===== config.mk =====
export PLATFORM = sky130hd
export DESIGN_NAME = ttm_ctrl
export DESIGN_NICKNAME = d
export VERILOG_FILES = /design/src/rtl/ttm_pkg.sv /design/src/rtl/ttm_ctrl.sv
export SDC_FILE = /design/constraint.sdc
export NUM_CORES = 1
export LEC_CHECK = 0
export BUFFER_PORTS_ARGS = -buffer_cell sky130_fd_sc_hd__buf_2
export CAP_MARGIN = 0
export CORE_ASPECT_RATIO = 0.5
export CORE_MARGIN = 5
export CORE_UTILIZATION = 35
export CTS_CLUSTER_DIAMETER = 60
export DETAILED_ROUTE_END_ITERATION = 7
export PLACE_DENSITY = 0.52
export SLEW_MARGIN = 20
export SYNTH_ARGS = -nofsm -noshare
export SYNTH_HDL_FRONTEND = slang
export SYNTH_SLANG_ARGS = --single-unit

===== constraint.sdc =====
create_clock -name clk -period 6.54 [get_ports clk]
set_clock_uncertainty 0.15 [all_clocks]
set_input_delay 0 -clock clk [delete_from_list [all_inputs] [get_ports clk]]
set_output_delay 0 -clock clk [all_outputs]
set_load 0.05 [all_outputs]

===== src/rtl/ttm_pkg.sv =====
// ----------------------------------------------------------------------------
// ttm_pkg
// Shared types and constants of the text mode terminal: request and result
// beats, request codes, control characters and blank cell values.
// ----------------------------------------------------------------------------
package ttm_pkg;

    // default geometry
    localparam int DEF_COLS      = 80;
    localparam int DEF_ROWS      = 25;
    localparam int DEF_TAB_WIDTH = 8;

    // cell layout: attribute high byte, character low byte
    localparam int CELL_W = 16;

    // request codes
    typedef enum logic [1:0] {
        REQ_PUT   = 2'd0,
        REQ_CLEAR = 2'd1,
        REQ_READ  = 2'd2
    } req_code_t;

    // character codes
    localparam logic [7:0] CH_BS         = 8'h08;
    localparam logic [7:0] CH_TAB        = 8'h09;
    localparam logic [7:0] CH_LF         = 8'h0A;
    localparam logic [7:0] CH_CR         = 8'h0D;
    localparam logic [7:0] CH_SPACE      = 8'h20;
    localparam logic [7:0] CH_LAST_PRINT = 8'h7F;

    // attribute after reset, also used by the power-on blanking pass
    localparam logic [7:0] RESET_ATTR = 8'h0F;

    // request beat
    typedef struct packed {
        logic [1:0]  req_type;
        logic [7:0]  char_code;
        logic [10:0] cell_index;
    } request_t;

    // result beat
    typedef struct packed {
        logic [10:0] cursor_location;
        logic [6:0]  cursor_col;
        logic [4:0]  cursor_row;
        logic [15:0] read_cell;
        logic        scrolled;
    } result_t;

endpackage


===== src/rtl/ttm_ctrl.sv =====
// ----------------------------------------------------------------------------
// ttm_ctrl
// Request sequencer of the text terminal: cursor update, cell writes and the
// store walks for scroll, clear and power-on blanking, all through the single
// write port of the cell store.
// ----------------------------------------------------------------------------
module ttm_ctrl #(
    parameter int COLS      = 80,
    parameter int ROWS      = 25,
    parameter int TAB_WIDTH = 8,
    localparam int AW       = $clog2(COLS * ROWS)
) (
    input  logic              clk,
    input  logic              rst_n,
    input  logic              start,
    output logic              busy,
    input  ttm_pkg::request_t request,
    input  logic [7:0]        attr,
    output logic              done,
    output ttm_pkg::result_t  result,
    output logic              we,
    output logic [AW-1:0]     waddr,
    output logic [15:0]       wdata,
    output logic [AW-1:0]     raddr,
    input  logic [15:0]       rdata
);

    import ttm_pkg::*;

    localparam int CELL_COUNT = COLS * ROWS;
    localparam int LAST_SRC   = (ROWS - 1) * COLS;
    localparam int CW         = $clog2(COLS + TAB_WIDTH + 1);
    localparam int LW         = $clog2(ROWS + 1);
    localparam int PW         = $clog2(TAB_WIDTH);

    typedef enum logic [2:0] {
        S_INIT,
        S_IDLE,
        S_PUT,
        S_READ,
        S_SCROLL,
        S_FILL,
        S_FINISH
    } state_t;

    state_t            state_reg,   state_next;
    request_t          req_reg,     req_next;
    logic [CW-1:0]     col_reg,     col_next;
    logic [LW-1:0]     line_reg,    line_next;
    logic [PW-1:0]     phase_reg,   phase_next;
    logic [AW-1:0]     idx_reg,     idx_next;
    logic              pend_reg,    pend_next;
    logic [AW-1:0]     wr_idx_reg,  wr_idx_next;
    logic              scroll_reg,  scroll_next;
    logic              rd_ok_reg,   rd_ok_next;
    logic              done_reg,    done_next;
    result_t           result_reg,  result_next;

    logic [AW-1:0]     loc;
    logic [CW-1:0]     col_a;
    logic [LW-1:0]     line_a;
    logic [PW-1:0]     phase_a;
    logic              print_hit;

    // shared address unit: cursor cell address
    assign loc = AW'(line_reg) * AW'(COLS) + AW'(col_reg);

    assign busy   = (state_reg != S_IDLE);
    assign done   = done_reg;
    assign result = result_reg;

    // character handling before the column wrap
    always_comb
    begin
        col_a     = col_reg;
        line_a    = line_reg;
        phase_a   = phase_reg;
        print_hit = 1'b0;
        case (req_reg.char_code) inside
            CH_BS:
            begin
                if (col_reg != '0)
                begin
                    col_a   = col_reg - CW'(1);
                    phase_a = (phase_reg == '0) ? PW'(TAB_WIDTH - 1) : phase_reg - PW'(1);
                end
            end
            CH_TAB:
            begin
                col_a   = col_reg + CW'(TAB_WIDTH) - CW'(phase_reg);
                phase_a = '0;
            end
            CH_CR:
            begin
                col_a   = '0;
                phase_a = '0;
            end
            CH_LF:
            begin
                col_a   = '0;
                phase_a = '0;
                line_a  = line_reg + LW'(1);
            end
            [CH_SPACE:CH_LAST_PRINT]:
            begin
                print_hit = 1'b1;
                col_a     = col_reg + CW'(1);
                phase_a   = (phase_reg == PW'(TAB_WIDTH - 1)) ? '0 : phase_reg + PW'(1);
            end
            default:
            begin
                col_a = col_reg;
            end
        endcase
    end

    // store port selection
    always_comb
    begin
        we    = 1'b0;
        waddr = idx_reg;
        wdata = {attr, CH_SPACE};
        raddr = AW'(request.cell_index);
        if (pend_reg)
        begin
            we    = 1'b1;
            waddr = wr_idx_reg;
            wdata = rdata;
        end
        else if (state_reg == S_INIT)
        begin
            we    = 1'b1;
            wdata = {RESET_ATTR, CH_SPACE};
        end
        else if (state_reg == S_FILL)
        begin
            we = 1'b1;
        end
        else if (state_reg == S_PUT && print_hit)
        begin
            we    = 1'b1;
            waddr = loc;
            wdata = {attr, req_reg.char_code};
        end
        if (state_reg == S_SCROLL)
        begin
            raddr = idx_reg + AW'(COLS);
        end
        else if (state_reg == S_READ)
        begin
            raddr = AW'(req_reg.cell_index);
        end
    end

    // sequencer
    always_comb
    begin
        state_next  = state_reg;
        req_next    = req_reg;
        col_next    = col_reg;
        line_next   = line_reg;
        phase_next  = phase_reg;
        idx_next    = idx_reg;
        pend_next   = 1'b0;
        wr_idx_next = wr_idx_reg;
        scroll_next = scroll_reg;
        rd_ok_next  = rd_ok_reg;
        done_next   = 1'b0;
        result_next = result_reg;
        case (state_reg)
            S_INIT:
            begin
                if (idx_reg == AW'(CELL_COUNT - 1))
                begin
                    state_next = S_IDLE;
                end
                else
                begin
                    idx_next = idx_reg + AW'(1);
                end
            end
            S_IDLE:
            begin
                if (start)
                begin
                    req_next    = request;
                    scroll_next = 1'b0;
                    rd_ok_next  = 1'b0;
                    case (request.req_type)
                        REQ_PUT:
                        begin
                            state_next = S_PUT;
                        end
                        REQ_CLEAR:
                        begin
                            col_next   = '0;
                            line_next  = '0;
                            phase_next = '0;
                            idx_next   = '0;
                            state_next = S_FILL;
                        end
                        REQ_READ:
                        begin
                            rd_ok_next = (32'(request.cell_index) < CELL_COUNT);
                            state_next = S_READ;
                        end
                        default:
                        begin
                            state_next = S_FINISH;
                        end
                    endcase
                end
            end
            S_PUT:
            begin
                col_next   = col_a;
                line_next  = line_a;
                phase_next = phase_a;
                if (col_a >= CW'(COLS))
                begin
                    col_next   = '0;
                    phase_next = '0;
                    line_next  = line_a + LW'(1);
                end
                if (line_next == LW'(ROWS))
                begin
                    line_next   = LW'(ROWS - 1);
                    scroll_next = 1'b1;
                    idx_next    = '0;
                    state_next  = S_SCROLL;
                end
                else
                begin
                    state_next = S_FINISH;
                end
            end
            S_READ:
            begin
                state_next = S_FINISH;
            end
            S_SCROLL:
            begin
                // read one row down, write back on the next cycle
                if (idx_reg < AW'(LAST_SRC))
                begin
                    pend_next   = 1'b1;
                    wr_idx_next = idx_reg;
                    idx_next    = idx_reg + AW'(1);
                end
                else
                begin
                    state_next = S_FILL;
                end
            end
            S_FILL:
            begin
                if (idx_reg == AW'(CELL_COUNT - 1))
                begin
                    state_next = S_FINISH;
                end
                else
                begin
                    idx_next = idx_reg + AW'(1);
                end
            end
            S_FINISH:
            begin
                result_next.cursor_location = 11'(loc);
                result_next.cursor_col      = 7'(col_reg);
                result_next.cursor_row      = 5'(line_reg);
                result_next.read_cell       = rd_ok_reg ? rdata : 16'h0000;
                result_next.scrolled        = scroll_reg;
                done_next                   = 1'b1;
                state_next                  = S_IDLE;
            end
            default:
            begin
                state_next = S_IDLE;
            end
        endcase
    end

    // state and registered outputs
    always_ff @(posedge clk or negedge rst_n)
    begin
        if (!rst_n)
        begin
            state_reg  <= S_INIT;
            col_reg    <= '0;
            line_reg   <= '0;
            phase_reg  <= '0;
            idx_reg    <= '0;
            pend_reg   <= 1'b0;
            done_reg   <= 1'b0;
            scroll_reg <= 1'b0;
            rd_ok_reg  <= 1'b0;
        end
        else
        begin
            state_reg  <= state_next;
            col_reg    <= col_next;
            line_reg   <= line_next;
            phase_reg  <= phase_next;
            idx_reg    <= idx_next;
            pend_reg   <= pend_next;
            done_reg   <= done_next;
            scroll_reg <= scroll_next;
            rd_ok_reg  <= rd_ok_next;
        end
    end

    // payload registers
    always_ff @(posedge clk)
    begin
        req_reg    <= req_next;
        wr_idx_reg <= wr_idx_next;
        result_reg <= result_next;
    end

endmodule


==> flow_summary.toml <==
[run_status]
status = "complete, no violations"

[sta]
whs_ns = 0.0308
worst_slack_ns = 2.23
rsz0062_at_grt = "no"
min_period_ns = 4.31
fin_tns_setup_ns = 0
slew_violations = 0
fmax_mhz = 232
finalHoldViolations = 0
worstMarginPinSlew_ns = 0.982
period_share_pct = 65.9
max_slew_margin_pct = 34.3
setup_violations = 0

[power]
powerDensity_nw_per_um2 = 458
power_leakage_nw = 3.22
irDropWorstVdd_v = 0.000276
power.total_mw = 3.47

[critical_path]
cpPeakStageDelay_ns = 0.70
startpoint = "req_reg[17]"
end_kind = "register"
r2r_cells = 12
cpMaxStageDelayCell = "or4b_1"
critPathRequiredTime_ns = 6.61
cp.arrival_ns = 4.38
path_max_fanout = 11
timing.rr.start = "req_reg[17]"
cp-start-kind = "register"
critPathKind = "reg -> reg"
crit_chain = "or4b_1 > nor3_4 > nand2_1 > o21ai_0 > ha_1 > xnor2_1 > a21oi_1 > a311o_1 > or4_1 > mux2i_1 > a22o_2 > a31oi_1"

[placement]
portBuffers = 128
place_congestion = 0.949
hpwlAfterDp_mm = 12.7
dp_slack_ns = 2.34
dp_cells = 952

[routing]
firstDrtPassIters = 5
drc = 0
drtAntennaViolNets = 0
routedWlPerCell_um = 17.3
initialDrtViolationCount = 287
post_drt_via_cell_ratio = 5.18
routed_wl_mm = 17.4
vias = 5207

[final_layout]
antenna_cells = 0
drive_gt1_share_pct = 20.9
nets = 849
largest_reg_flops = 36
syn2layout_area_growth_pct = 23.5
mostFrequentLayoutCells = "buf_2 (128), nand2_1 (69), edfxtp_1 (66), o21ai_0 (58), dlygate4sd3_1 (37)"
final_common_cell = "buf_2"
final_cells = 1005
fillers = 1730

[die]
core-area_sq_um = 17300
die_w_um = 197
die_h_um = 104
ios = 129
die_area_sq_um = 20400
initial_core_util_pct = 35.5
fp-row-count = 34

[synth]
synth_compound_area_share_pct = 18.7
synth_cell_types = 60
synth_cells = 627
yosysSeqAreaShare_pct = 45.8
syn-num-nets = 710
synthMuxAreaShare_pct = 2.61
synthSimpleGateAreaFrac_pct = 16.2
synth_seq_cells = 99
synth_adder_area_share_pct = 7.68
synth.avg_cell_area_sq_um = 9.77
yosys_warnings = 0
synthXorXnorAreaFrac_pct = 4.15
synth-async-reset-ratio_pct = 33.3
synthFlopType = "edfxtp_1"
netlist_area_sq_um = 6130
synth_edf_count = 66
synth_top_family_by_area = "compound AO/OA/AOI/OAI gates"

[grt]
grt_pass1_wl_mm = 28.0
grt_pass1_vias = 5039
grt_max_degree = 34
grt_overflow = 0
grt_usage_pct = 17.0
antenna_found_initial = 0

[worst_hold_path]
hp-class = "in -> reg"
holdPathStages = 4
hp-start = "request[20]"

[clock_tree]
postCtsResizedCells = 0
tritoncts = "done"
clk_latency_ns = 0.35
clk_pin_slew_ns = 0.07
cts_max_path_buffers = 2
cts_max_level = 3
cts.sinks = 99
numCtsBuffers = 9
cts-root-buf = "clkbuf_16"

[job]
drv_cap = 0
[final timing paths]
| check | to | slack [ns] |
|---|---|---|
| setup reg to reg | idx_reg[10] | 2.23 |
| min in group asynchronous | state_reg[2] | 0.12 |
| max in group asynchronous | col_reg[4] | 5.59 |
| hold reg to reg | result[0] | 0.36 |
| hold / removal | rd_ok_reg | 0.03 |
| setup / recovery | idx_reg[10] | 2.23 |
[power breakdown]
part / leakage (nW) / switching (mW) / internal (mW) / total, mW
Sequential: 1.04 / 0.269 / 0.849 / 1.12
Combinational: 2.03 / 1.26 / 0.567 / 1.83
Clock: 0.142 / 0.257 / 0.265 / 0.522
[stage by stage]
| step | cell area [sq um] | util, % |
|---|---|---|
| after floorplan | 6130 | - |
| after global placement | 6910 | 40.0 |
| after detailed placement | 6910 | 40.0 |
| after CTS | 7570 | 43.8 |
| after global routing | 7570 | 43.8 |
| final | 7570 | 43.8 |
[cell families (layout without fill, tap and decap cells)]
family / after synthesis / after routing
fa+ha+maj: 36 / 36
simple gates: 197 / 197
flops: 99 / 99
xor+xnor: 29 / 29
buf+inv: 71 / 215
mux: 16 / 16
compound gates: 179 / 179
[cell usage after synthesis, drive strengths merged (4+ instances only)]
library cell / instances / share of area [%]
o211ai: 5 / 0.61
a31oi: 16 / 1.6
edfxtp: 66 / 32
a211oi: 11 / 1.3
ha: 32 / 6.5
nand4: 7 / 0.71
and3: 8 / 0.82
inv: 29 / 1.8
clkbuf: 34 / 2.1
o21ai: 59 / 4.8
a22o: 20 / 2.9
a21o: 4 / 0.49
a21oi: 33 / 2.7
dfrtp: 33 / 13
nand2: 69 / 4.2
a22oi: 6 / 0.74
xnor2: 19 / 2.7
nand2b: 8 / 0.82
buf: 7 / 0.92
and2: 19 / 1.9
o22ai: 7 / 0.71
nor4: 5 / 0.76
nor2b: 5 / 0.51
nand3: 17 / 1.4
or3: 7 / 0.71
mux2i: 16 / 2.6
xor2: 10 / 1.4
nor2: 32 / 2.0
nor3: 9 / 0.92
[cell type report]
cell class	instances	area (sq um)	share of cell area, %
repair buffers	169	1040	13.8
flip-flops and latches	99	2810	37.1
multi-input cells	457	3030	40.0
clock inverters	7	60.1	0.794
clock buffers	9	225	2.98
well taps	234	293	3.87
inverters	30	113	1.49
[worst max-delay path, delay by kind of cell, from the launching register on]
| family | cells | cell delay, ns |
|---|---|---|
| mux | 1 | 0.35 |
| xor+xnor | 1 | 0.19 |
| flops | 1 | 0.45 |
| fa+ha+maj | 1 | 0.37 |
| simple gates | 4 | 1.69 |
| compound gates | 5 | 0.99 |
[repair_timing]
item	CTS	global route
endpoints found under the hold margin	71	0
setup endpoints to repair	0	0
hold buffers	37	0
setup buffers	0	0
[per-layer routing]
layer / vias up / track usage [%] / share of wire (%)
met5: - / 0 / 0
met4: 0 / 2.82 / 0.83
met3: 14 / 3.31 / 4.7
met2: 130 / 26.4 / 45
met1: 2501 / 25.0 / 50
li1: 2562 / - / -
(Power assumes the default switching activity.)
